[config.mk]
export PLATFORM = sky130hd
export DESIGN_NAME = yuy2_to_rgb24_convert_unit_flat
export DESIGN_NICKNAME = d
export VERILOG_FILES = /design/src/yuy2rgb_pkg.sv /design/src/yuy2rgb_if.sv /design/src/yuy2rgb_prep.sv /design/src/yuy2rgb_finish.sv /design/src/yuy2_to_rgb24_convert_unit.sv /design/src/flat_wrapper.sv
export SDC_FILE = /design/constraint.sdc
export NUM_CORES = 2
export LEC_CHECK = 0
export BUFFER_PORTS_ARGS = -buffer_cell sky130_fd_sc_hd__buf_4
export CAP_MARGIN = 20
export CELL_PAD_IN_SITES_DETAIL_PLACEMENT = 0
export CELL_PAD_IN_SITES_GLOBAL_PLACEMENT = 1
export CORE_MARGIN = 3
export CORE_UTILIZATION = 48
export DETAILED_ROUTE_END_ITERATION = 10
export PLACE_DENSITY_LB_ADDON = 0.1
export RECOVER_POWER = 50
export SLEW_MARGIN = 20
export SYNTH_ARGS = -nofsm -noshare
export SYNTH_HDL_FRONTEND = slang
export SYNTH_HIERARCHICAL = 1
export SYNTH_SLANG_ARGS = --single-unit
[constraint.sdc]
create_clock -name clk_i -period 6.4 [get_ports clk_i]
set_clock_uncertainty 0.1 [all_clocks]
set_input_delay 0.96 -clock clk_i [delete_from_list [all_inputs] [get_ports clk_i]]
set_output_delay 0.96 -clock clk_i [all_outputs]
set_load 0.05 [all_outputs]
[src/yuy2rgb_pkg.sv]
`default_nettype none

package yuy2rgb_pkg;

  // BT.601 coefficients in thousandths
  localparam logic [20:0] K_Y     = 21'd1164;
  localparam logic [20:0] K_RV    = 21'd1596;
  localparam logic [20:0] K_BU    = 21'd2018;
  localparam logic [20:0] K_TU    = 21'd391;
  localparam logic [20:0] K_TV    = 21'd813;
  localparam logic [20:0] K_SCALE = 21'd1000;
  localparam logic [20:0] OFF_R   = 21'd222912;
  localparam logic [20:0] OFF_B   = 21'd276928;
  localparam logic [20:0] OFF_T   = 21'd28416;
  localparam logic [20:0] OFF_G   = 21'd109376;

  // floor(n/1000) = (n * ceil(2^28/1000)) >> 28, exact for n below about 493000
  localparam logic [18:0] DIV_RECIP     = 19'd268436;
  localparam int unsigned DIV_SHIFT     = 28;
  localparam logic [19:0] DIV_SAT_LIMIT = 20'd256000;
  localparam logic [7:0]  PIX_MAX       = 8'hFF;

  // after stage 1: luma products and chroma terms
  typedef struct packed {
    logic [18:0] ys0;
    logic [18:0] ys1;
    logic [20:0] r_off;
    logic [20:0] b_off;
    logic [20:0] t_num;
    logic        frame_end;
  } prep_t;

  // after stage 2: red/blue numerators, shared green term
  typedef struct packed {
    logic [18:0] ys0;
    logic [18:0] ys1;
    logic [20:0] r0_num;
    logic [20:0] r1_num;
    logic [20:0] b0_num;
    logic [20:0] b1_num;
    logic [7:0]  t;
    logic        frame_end;
  } mid_t;

  // after stage 3: red/blue done, green numerators
  typedef struct packed {
    logic [7:0]  r0;
    logic [7:0]  r1;
    logic [7:0]  b0;
    logic [7:0]  b1;
    logic [20:0] g0_num;
    logic [20:0] g1_num;
    logic        frame_end;
  } fin_t;

  typedef struct packed {
    logic [7:0] r0;
    logic [7:0] g0;
    logic [7:0] b0;
    logic [7:0] r1;
    logic [7:0] g1;
    logic [7:0] b1;
    logic       frame_end;
  } pix_t;

  // num is a 21-bit two's complement value; result clamped to 0..255
  function automatic logic [7:0] sat_div(input logic [20:0] num);
    logic [36:0] prod;
    logic [7:0]  res;
    prod = 37'(num[17:0]) * 37'(DIV_RECIP);
    if (num[20]) begin
      res = 8'd0;
    end else if (num[19:0] >= DIV_SAT_LIMIT) begin
      res = PIX_MAX;
    end else begin
      res = prod[DIV_SHIFT +: 8];
    end
    return res;
  endfunction

endpackage

`default_nettype wire

[src/yuy2rgb_if.sv]
`default_nettype none

interface yuy2rgb_in_if;
  logic       valid;
  logic       ready;
  logic [7:0] luma_first;
  logic [7:0] chroma_blue;
  logic [7:0] luma_second;
  logic [7:0] chroma_red;
  logic       frame_end_in;

  modport source (
    output valid, luma_first, chroma_blue, luma_second, chroma_red, frame_end_in,
    input  ready
  );
  modport sink (
    input  valid, luma_first, chroma_blue, luma_second, chroma_red, frame_end_in,
    output ready
  );
endinterface

interface yuy2rgb_out_if;
  logic       valid;
  logic       ready;
  logic [7:0] red_first;
  logic [7:0] green_first;
  logic [7:0] blue_first;
  logic [7:0] red_second;
  logic [7:0] green_second;
  logic [7:0] blue_second;
  logic       frame_end_out;

  modport source (
    output valid, red_first, green_first, blue_first,
           red_second, green_second, blue_second, frame_end_out,
    input  ready
  );
  modport sink (
    input  valid, red_first, green_first, blue_first,
           red_second, green_second, blue_second, frame_end_out,
    output ready
  );
endinterface

`default_nettype wire

[src/yuy2rgb_prep.sv]
`default_nettype none

module yuy2rgb_prep import yuy2rgb_pkg::*; (
  input  logic              clk_i,
  input  logic              rst_ni,
  yuy2rgb_in_if.sink        yuy2_i,
  output logic              mid_valid_o,
  input  logic              mid_ready_i,
  output mid_t              mid_o
);

  logic  s1_v_q, s2_v_q;
  logic  s1_en, s2_en;
  prep_t s1_d, s1_q;
  mid_t  s2_d, s2_q;

  // a stage loads when empty or when the one after it moves
  assign s2_en        = !s2_v_q || mid_ready_i;
  assign s1_en        = !s1_v_q || s2_en;
  assign yuy2_i.ready = s1_en;

  always_comb begin
    s1_d.ys0       = 19'(21'(yuy2_i.luma_first) * K_Y);
    s1_d.ys1       = 19'(21'(yuy2_i.luma_second) * K_Y);
    s1_d.r_off     = 21'(yuy2_i.chroma_red) * K_RV - OFF_R;
    s1_d.b_off     = 21'(yuy2_i.chroma_blue) * K_BU - OFF_B;
    s1_d.t_num     = 21'(yuy2_i.chroma_blue) * K_TU + 21'(yuy2_i.chroma_red) * K_TV - OFF_T;
    s1_d.frame_end = yuy2_i.frame_end_in;
  end

  always_comb begin
    s2_d.ys0       = s1_q.ys0;
    s2_d.ys1       = s1_q.ys1;
    s2_d.r0_num    = 21'(s1_q.ys0) + s1_q.r_off;
    s2_d.r1_num    = 21'(s1_q.ys1) + s1_q.r_off;
    s2_d.b0_num    = 21'(s1_q.ys0) + s1_q.b_off;
    s2_d.b1_num    = 21'(s1_q.ys1) + s1_q.b_off;
    s2_d.t         = sat_div(s1_q.t_num);
    s2_d.frame_end = s1_q.frame_end;
  end

  always_ff @(posedge clk_i or negedge rst_ni) begin
    if (!rst_ni) begin
      s1_v_q <= 1'b0;
      s2_v_q <= 1'b0;
    end else begin
      if (s1_en) begin
        s1_v_q <= yuy2_i.valid;
      end
      if (s2_en) begin
        s2_v_q <= s1_v_q;
      end
    end
  end

  always_ff @(posedge clk_i) begin
    if (s1_en && yuy2_i.valid) begin
      s1_q <= s1_d;
    end
    if (s2_en && s1_v_q) begin
      s2_q <= s2_d;
    end
  end

  assign mid_valid_o = s2_v_q;
  assign mid_o       = s2_q;

  a_in_to_s1: assert property (@(posedge clk_i) disable iff (!rst_ni)
    yuy2_i.valid && yuy2_i.ready |=> s1_v_q)
    else $error("accepted macropixel did not reach stage 1");

  a_t_neg: assert property (@(posedge clk_i) disable iff (!rst_ni)
    s1_v_q && s2_en && s1_q.t_num[20] |=> mid_o.t == 8'd0)
    else $error("negative green chroma term not clamped to zero");

  a_stall_hold: assert property (@(posedge clk_i) disable iff (!rst_ni)
    s1_v_q && s2_v_q && !mid_ready_i |=> s1_v_q && !yuy2_i.ready == !s1_en)
    else $error("stage 1 lost an item during a stall");

endmodule

`default_nettype wire

[src/yuy2rgb_finish.sv]
`default_nettype none

module yuy2rgb_finish import yuy2rgb_pkg::*; (
  input  logic              clk_i,
  input  logic              rst_ni,
  input  logic              mid_valid_i,
  output logic              mid_ready_o,
  input  mid_t              mid_i,
  yuy2rgb_out_if.source     rgb_o
);

  logic s3_v_q, s4_v_q;
  logic s3_en, s4_en;
  fin_t s3_d, s3_q;
  pix_t s4_d, s4_q;

  assign s4_en       = !s4_v_q || rgb_o.ready;
  assign s3_en       = !s3_v_q || s4_en;
  assign mid_ready_o = s3_en;

  always_comb begin
    s3_d.r0        = sat_div(mid_i.r0_num);
    s3_d.r1        = sat_div(mid_i.r1_num);
    s3_d.b0        = sat_div(mid_i.b0_num);
    s3_d.b1        = sat_div(mid_i.b1_num);
    s3_d.g0_num    = 21'(mid_i.ys0) - 21'(mid_i.t) * K_SCALE + OFF_G;
    s3_d.g1_num    = 21'(mid_i.ys1) - 21'(mid_i.t) * K_SCALE + OFF_G;
    s3_d.frame_end = mid_i.frame_end;
  end

  always_comb begin
    s4_d.r0        = s3_q.r0;
    s4_d.g0        = sat_div(s3_q.g0_num);
    s4_d.b0        = s3_q.b0;
    s4_d.r1        = s3_q.r1;
    s4_d.g1        = sat_div(s3_q.g1_num);
    s4_d.b1        = s3_q.b1;
    s4_d.frame_end = s3_q.frame_end;
  end

  always_ff @(posedge clk_i or negedge rst_ni) begin
    if (!rst_ni) begin
      s3_v_q <= 1'b0;
      s4_v_q <= 1'b0;
    end else begin
      if (s3_en) begin
        s3_v_q <= mid_valid_i;
      end
      if (s4_en) begin
        s4_v_q <= s3_v_q;
      end
    end
  end

  always_ff @(posedge clk_i) begin
    if (s3_en && mid_valid_i) begin
      s3_q <= s3_d;
    end
    if (s4_en && s3_v_q) begin
      s4_q <= s4_d;
    end
  end

  assign rgb_o.valid         = s4_v_q;
  assign rgb_o.red_first     = s4_q.r0;
  assign rgb_o.green_first   = s4_q.g0;
  assign rgb_o.blue_first    = s4_q.b0;
  assign rgb_o.red_second    = s4_q.r1;
  assign rgb_o.green_second  = s4_q.g1;
  assign rgb_o.blue_second   = s4_q.b1;
  assign rgb_o.frame_end_out = s4_q.frame_end;

  a_mid_to_s3: assert property (@(posedge clk_i) disable iff (!rst_ni)
    mid_valid_i && mid_ready_o |=> s3_v_q)
    else $error("stage 2 item did not reach stage 3");

  a_g_neg: assert property (@(posedge clk_i) disable iff (!rst_ni)
    s3_v_q && s4_en && s3_q.g0_num[20] |=> rgb_o.green_first == 8'd0)
    else $error("negative green sum not clamped to zero");

  a_g_sat: assert property (@(posedge clk_i) disable iff (!rst_ni)
    s3_v_q && s4_en && !s3_q.g1_num[20] && (s3_q.g1_num[19:0] >= DIV_SAT_LIMIT)
    |=> rgb_o.green_second == PIX_MAX)
    else $error("large green sum not clamped to full scale");

endmodule

`default_nettype wire

[src/yuy2_to_rgb24_convert_unit.sv]
// YUY2 macropixel to two RGB24 pixels, BT.601 studio range.
// 4 register stages: s1 and s2 in yuy2rgb_prep, s3 and s4 in yuy2rgb_finish.
// Throughput: one macropixel per cycle while not stalled; each stage loads when empty or draining,
// so a stall at the output backs up stage by stage without dropping items.
// Reset (rst_ni, async, active low) clears the stage valid bits only.
`default_nettype none

module yuy2_to_rgb24_convert_unit import yuy2rgb_pkg::*; (
  input  logic          clk_i,
  input  logic          rst_ni,
  yuy2rgb_in_if.sink    yuy2_i,
  yuy2rgb_out_if.source rgb_o
);

  logic mid_valid;
  logic mid_ready;
  mid_t mid;

  yuy2rgb_prep u_prep (
    .clk_i       (clk_i),
    .rst_ni      (rst_ni),
    .yuy2_i      (yuy2_i),
    .mid_valid_o (mid_valid),
    .mid_ready_i (mid_ready),
    .mid_o       (mid)
  );

  yuy2rgb_finish u_finish (
    .clk_i       (clk_i),
    .rst_ni      (rst_ni),
    .mid_valid_i (mid_valid),
    .mid_ready_o (mid_ready),
    .mid_i       (mid),
    .rgb_o       (rgb_o)
  );

endmodule

`default_nettype wire

[src/flat_wrapper.sv]
// flat-port wrapper written by rule: the top's interface ports become plain ports
module yuy2_to_rgb24_convert_unit_flat import yuy2rgb_pkg::*;
  (clk_i, rst_ni, yuy2_i_valid, yuy2_i_luma_first, yuy2_i_chroma_blue, yuy2_i_luma_second, yuy2_i_chroma_red, yuy2_i_frame_end_in, yuy2_i_ready, rgb_o_valid, rgb_o_red_first, rgb_o_green_first, rgb_o_blue_first, rgb_o_red_second, rgb_o_green_second, rgb_o_blue_second, rgb_o_frame_end_out, rgb_o_ready);
  yuy2rgb_in_if yuy2_i_i ();
  yuy2rgb_out_if rgb_o_i ();
  input  logic clk_i;
  input  logic rst_ni;
  input wire logic [$bits(yuy2_i_i.valid)-1:0] yuy2_i_valid;
  input wire logic [$bits(yuy2_i_i.luma_first)-1:0] yuy2_i_luma_first;
  input wire logic [$bits(yuy2_i_i.chroma_blue)-1:0] yuy2_i_chroma_blue;
  input wire logic [$bits(yuy2_i_i.luma_second)-1:0] yuy2_i_luma_second;
  input wire logic [$bits(yuy2_i_i.chroma_red)-1:0] yuy2_i_chroma_red;
  input wire logic [$bits(yuy2_i_i.frame_end_in)-1:0] yuy2_i_frame_end_in;
  output wire logic [$bits(yuy2_i_i.ready)-1:0] yuy2_i_ready;
  output wire logic [$bits(rgb_o_i.valid)-1:0] rgb_o_valid;
  output wire logic [$bits(rgb_o_i.red_first)-1:0] rgb_o_red_first;
  output wire logic [$bits(rgb_o_i.green_first)-1:0] rgb_o_green_first;
  output wire logic [$bits(rgb_o_i.blue_first)-1:0] rgb_o_blue_first;
  output wire logic [$bits(rgb_o_i.red_second)-1:0] rgb_o_red_second;
  output wire logic [$bits(rgb_o_i.green_second)-1:0] rgb_o_green_second;
  output wire logic [$bits(rgb_o_i.blue_second)-1:0] rgb_o_blue_second;
  output wire logic [$bits(rgb_o_i.frame_end_out)-1:0] rgb_o_frame_end_out;
  input wire logic [$bits(rgb_o_i.ready)-1:0] rgb_o_ready;
  assign yuy2_i_i.valid = yuy2_i_valid;
  assign yuy2_i_i.luma_first = yuy2_i_luma_first;
  assign yuy2_i_i.chroma_blue = yuy2_i_chroma_blue;
  assign yuy2_i_i.luma_second = yuy2_i_luma_second;
  assign yuy2_i_i.chroma_red = yuy2_i_chroma_red;
  assign yuy2_i_i.frame_end_in = yuy2_i_frame_end_in;
  assign yuy2_i_ready = yuy2_i_i.ready;
  assign rgb_o_valid = rgb_o_i.valid;
  assign rgb_o_red_first = rgb_o_i.red_first;
  assign rgb_o_green_first = rgb_o_i.green_first;
  assign rgb_o_blue_first = rgb_o_i.blue_first;
  assign rgb_o_red_second = rgb_o_i.red_second;
  assign rgb_o_green_second = rgb_o_i.green_second;
  assign rgb_o_blue_second = rgb_o_i.blue_second;
  assign rgb_o_frame_end_out = rgb_o_i.frame_end_out;
  assign rgb_o_i.ready = rgb_o_ready;
  yuy2_to_rgb24_convert_unit u_core (.clk_i(clk_i), .rst_ni(rst_ni), .yuy2_i(yuy2_i_i), .rgb_o(rgb_o_i));
endmodule
==> reports/metrics.cfg <==
[clocking]
numCtsBuffers = 46
clk_pin_slew_ns = 0.05
htree_num_levels = 2
root_buffer = sky130_fd_sc_hd__clkbuf_16
clock_sinks = 340
cts_tree = yes
clock_insertion_delay_worst_skew_ns = 0.63
clock_tree.buffer_depth = 3

[finish]
nets = 7021
area_growth_syn_to_layout_pct = 8.77
fraction_of_layout_instances_using_a_drive_strength_above_1_pct = 5.17

[worst_setup_path]
critPathTopFamily = adder cells
critical_path_source_type = flip-flop
r2r_cell_count = 22
path_cells = fa_1 > inv_1 > fa_1 > fa_1 > fa_1 > inv_1 > ha_1 > and2_1 > a31oi_1 > nand2_1 > nor2_2 > xor2_1 > ha_2 > o21ai_1 > o31ai_1 > buf_4 > a31oi_4 > nor3_2 > or4_4 > a211oi_4 > nor2_1 > xnor2_1
worstPathMaxFanout = 5
cp_num_buf_inv = 3
cp_slowest_stage_delay_ns = 0.56
timing.critical_path.mode_cell = sky130_fd_sc_hd__fa_1
critical_path_class = flip-flop to flip-flop
worst_path_max_delay_cell = sky130_fd_sc_hd__fa_1
r2r_end = u_core/u_finish/s3_q[19]
worstPathRequired_ns = 6.66
crit_path_end_kind = flip-flop
logic_depth_of_the_worst_path_buffers_included = 22
ff2ff_setup_slack_ns = 0.29
critPathArrivalTime_ns = 6.37
worstReg2RegStart = u_core/u_prep/mid_o[2]

[worst_hold_path]
min_delay_path_depth = 0
whs_endpoint = u_core/u_finish/rgb_o.blue_second[1]
hold_start = u_core/u_finish/s3_q[44]
hp-class = flip-flop to flip-flop

[sta]
post-route-min-period_ns = 6.11
final.period_utilization_pct = 95.4
achievable_frequency_mhz = 164
setup_violations = 0
worst_slack_ns = 0.291
timing.max_slew.rel_slack_pct = -149
report.final.slew_viol_count = 184
timing.final.hold_violations = 0
fin_setup_tns_ns = 0
worstMarginPinSlew_ns = 3.73

[logic_synthesis]
synth-seq-cells = 340
netlist_area_um2 = 51100
seq_area_frac_synth_pct = 19.9
synth_enable_flop_cells = 336
ys.flop_type = sky130_fd_sc_hd__edfxtp_1
postSynthCellCount = 4897
ys_async_sr_fraction_pct = 1.18
syn_area_per_cell_um2 = 10.4
yosysUniqueCellTypes = 93
ys_warn_count = 6

[detailed_routing]
vias_per_cell = 5.14
dr.first_iter.drc_count = 1421
wl_per_cell_um = 17.4
detail_route.drc_violations = 0
drtAntennaViolNets = 0
detail_route.wirelength_um = 114000
vias = 33606
drt-pass1-iter-count = 8

[global_routing]
first_global_vias = 34349
antenna_violations_before_repair = 8
grt.overflow.total = 0
first_pass_grt_wire_length_um = 185000
gr-usage-all-layers_pct = 21.1
maximum_number_of_pins_on_one_net_before_global_route_repair = 63

[floorplan]
floorplan.die_area_um2 = 110000
initial_utilization_pct = 48.5
core-area_um2 = 105000
number_of_cell_rows = 119
dieHeight_um = 332
io_pins = 88
die_width_um = 332

[placement]
hpwl_um = 97300
dpl_worst_slack_ns = 0.0863
place.port_buffers = 87
last_weighted_congestion_value_of_the_routability_driven_placer = 0.856

[run_status]
failed_checks = max-capacitance violations, max-slew violations
run_status = complete, but fails checks

[job]
drv.max_cap_violation_count = 4

[cells in the mapped netlist, types with 5 or more instances]
cell type	number	area [µm²]
sky130_fd_sc_hd__a31oi_1	24	150
sky130_fd_sc_hd__o21ai_0	89	445
sky130_fd_sc_hd__o31a_1	7	61.3
sky130_fd_sc_hd__xnor2_1	140	1230
sky130_fd_sc_hd__o21bai_1	30	225
sky130_fd_sc_hd__o311a_1	5	50.1
sky130_fd_sc_hd__nor3_1	63	315
sky130_fd_sc_hd__buf_1	7	26.3
sky130_fd_sc_hd__o21a_1	24	180
sky130_fd_sc_hd__fa_1	452	9050
sky130_fd_sc_hd__o22ai_1	9	56.3
sky130_fd_sc_hd__a211o_1	8	70.1
sky130_fd_sc_hd__nand2b_1	31	194
sky130_fd_sc_hd__a31o_2	7	61.3
sky130_fd_sc_hd__a21boi_0	7	52.6
sky130_fd_sc_hd__o221ai_1	5	43.8
sky130_fd_sc_hd__edfxtp_1	336	10100
sky130_fd_sc_hd__or4_1	6	45.0
sky130_fd_sc_hd__nand3_1	33	165
sky130_fd_sc_hd__nand4_1	39	244
sky130_fd_sc_hd__or3_1	16	100
sky130_fd_sc_hd__and4_1	6	52.6
sky130_fd_sc_hd__ha_1	1425	17800
sky130_fd_sc_hd__o311ai_0	6	52.6
sky130_fd_sc_hd__o21ai_1	5	25.0
sky130_fd_sc_hd__and3_1	18	113
sky130_fd_sc_hd__nor2b_1	38	238
sky130_fd_sc_hd__a211oi_1	21	158
sky130_fd_sc_hd__o211ai_1	17	128
sky130_fd_sc_hd__inv_1	1185	4450
sky130_fd_sc_hd__nor4_1	13	81.3
sky130_fd_sc_hd__o31ai_1	19	143
sky130_fd_sc_hd__a311oi_1	12	105
sky130_fd_sc_hd__xor2_1	86	753
sky130_fd_sc_hd__or2_2	20	125
sky130_fd_sc_hd__nor2_1	149	559
sky130_fd_sc_hd__a221oi_1	7	61.3
sky130_fd_sc_hd__a21oi_1	212	1060
sky130_fd_sc_hd__and2_1	19	119
sky130_fd_sc_hd__buf_4	11	82.6
sky130_fd_sc_hd__nand2_1	112	420
sky130_fd_sc_hd__a21o_1	73	548
sky130_fd_sc_hd__o2111ai_1	7	61.3
sky130_fd_sc_hd__a2111oi_0	8	70.1
[logic make-up after synthesis]
kind of cell | after synthesis | share of synthesized area [%]
multiplexers | 3 | 0.0588
AO/OA/AOI/OAI | 653 | 8.57
adder cells (fa/ha/maj) | 1877 | 52.6
AND/OR/NAND/NOR | 583 | 5.80
XOR/XNOR | 229 | 4.01
flip-flops | 340 | 19.9
other | 1 | 0.00734
buffers and inverters | 1211 | 9.00
[timing repair]
action                                  4_1_cts  5_1_grt
setup buffers                                 0        3
endpoints found under the setup margin        0       11
gates resized for setup                       0       27
hold endpoints to repair                      4        0
hold buffers                                  1        0
[worst register-to-register path, cell delays in order, from the launching register on]
cell and delay, ns:
sky130_fd_sc_hd__edfxtp_1 0.45, sky130_fd_sc_hd__fa_1 0.56, sky130_fd_sc_hd__inv_1 0.05, sky130_fd_sc_hd__fa_1 0.53, sky130_fd_sc_hd__fa_1 0.44, sky130_fd_sc_hd__fa_1 0.51
sky130_fd_sc_hd__inv_1 0.04, sky130_fd_sc_hd__ha_1 0.29, sky130_fd_sc_hd__and2_1 0.15, sky130_fd_sc_hd__a31oi_1 0.18, sky130_fd_sc_hd__nand2_1 0.10, sky130_fd_sc_hd__nor2_2 0.09
sky130_fd_sc_hd__xor2_1 0.25, sky130_fd_sc_hd__ha_2 0.36, sky130_fd_sc_hd__o21ai_1 0.18, sky130_fd_sc_hd__o31ai_1 0.09, sky130_fd_sc_hd__buf_4 0.16, sky130_fd_sc_hd__a31oi_4 0.23
sky130_fd_sc_hd__nor3_2 0.08, sky130_fd_sc_hd__or4_4 0.54, sky130_fd_sc_hd__a211oi_4 0.26, sky130_fd_sc_hd__nor2_1 0.09, sky130_fd_sc_hd__xnor2_1 0.12
[per-layer routing]
layer	share of wire, %	wire (µm)	vias to the layer above	GRT usage, %
li1	-	-	16946	-
met1	49	56300	16150	30.5
met2	45	51200	396	34.2
met3	3.3	3780	112	2.26
met4	2.2	2520	2	4.82
met5	0.011	12	-	0
[placed cells by master, fill, tap and decap left out, types with 46 or more instances in the layout]
cell type / count
sky130_fd_sc_hd__a21o_1: 73
sky130_fd_sc_hd__a21oi_1: 209
sky130_fd_sc_hd__buf_4: 114
sky130_fd_sc_hd__clkbuf_1: 65
sky130_fd_sc_hd__clkbuf_16: 46
sky130_fd_sc_hd__edfxtp_1: 336
sky130_fd_sc_hd__fa_1: 452
sky130_fd_sc_hd__ha_1: 1424
sky130_fd_sc_hd__inv_1: 1185
sky130_fd_sc_hd__nand2_1: 111
sky130_fd_sc_hd__nor2_1: 147
sky130_fd_sc_hd__nor3_1: 59
sky130_fd_sc_hd__o21ai_0: 85
sky130_fd_sc_hd__xnor2_1: 139
sky130_fd_sc_hd__xor2_1: 84
[final cells by class]
type,count,area [µm²]
inverters,1186,4450
flip-flops and latches,340,10200
clock inverters,35,418
well taps,1391,1740
repair buffers,178,1110
multi-input cells,3355,36500
diodes,6,15.0
fillers,9723,49900
clock buffers,51,1170
[worst max path at each step]
stage / from / to / slack (ns)
after CTS: u_core/u_prep/mid_o[2] / u_core/u_finish/s3_q[41] / 0.11
after global placement: yuy2_i_chroma_blue[7] / u_core/u_prep/s1_q[20] / 0.07
after detailed placement: yuy2_i_chroma_blue[7] / u_core/u_prep/s1_q[20] / 0.09
final: u_core/u_prep/mid_o[2] / u_core/u_finish/s3_q[19] / 0.29
after global routing: u_core/u_prep/mid_o[2] / u_core/u_finish/s3_q[20] / -0.13
after floorplan: u_core/u_prep/mid_o[2] / u_core/u_finish/s3_q[20] / 0.36
[state kept, by name (all words and copies together) (netlist names)]
signal and flops:
u_core/u_prep/mid_o 120, u_core/u_prep/s1_q 92, u_core/u_finish/s3_q 75, u_core/u_finish/rgb_o.blue_first 8
u_core/u_finish/rgb_o.blue_second 8, u_core/u_finish/rgb_o.green_first 8, u_core/u_finish/rgb_o.green_second 8, u_core/u_finish/rgb_o.red_first 8
u_core/u_finish/rgb_o.red_second 8, u_core/u_finish/rgb_o.frame_end_out 1, u_core/u_finish/rgb_o.valid 1, u_core/u_finish/s3_v_q 1
u_core/u_prep/mid_valid_o 1, u_core/u_prep/s1_v_q 1
[per-stage QoR]
step | instances | cell area (µm²) | hold slack [ns] | utilization, %
after floorplan | 4906 | 51100 | 0.300 | -
after global placement | 6446 | 54000 | 0.301 | 51.2
after detailed placement | 6446 | 54000 | 0.305 | 51.2
after CTS | 6533 | 55600 | 0.318 | 52.8
after global routing | 6540 | 55600 | 0.322 | 52.7
final | 6542 | 55600 | 0.316 | 52.7
Power is not shown: default switching activity piles up to over one toggle a cycle in this logic, so the estimate is an artifact.
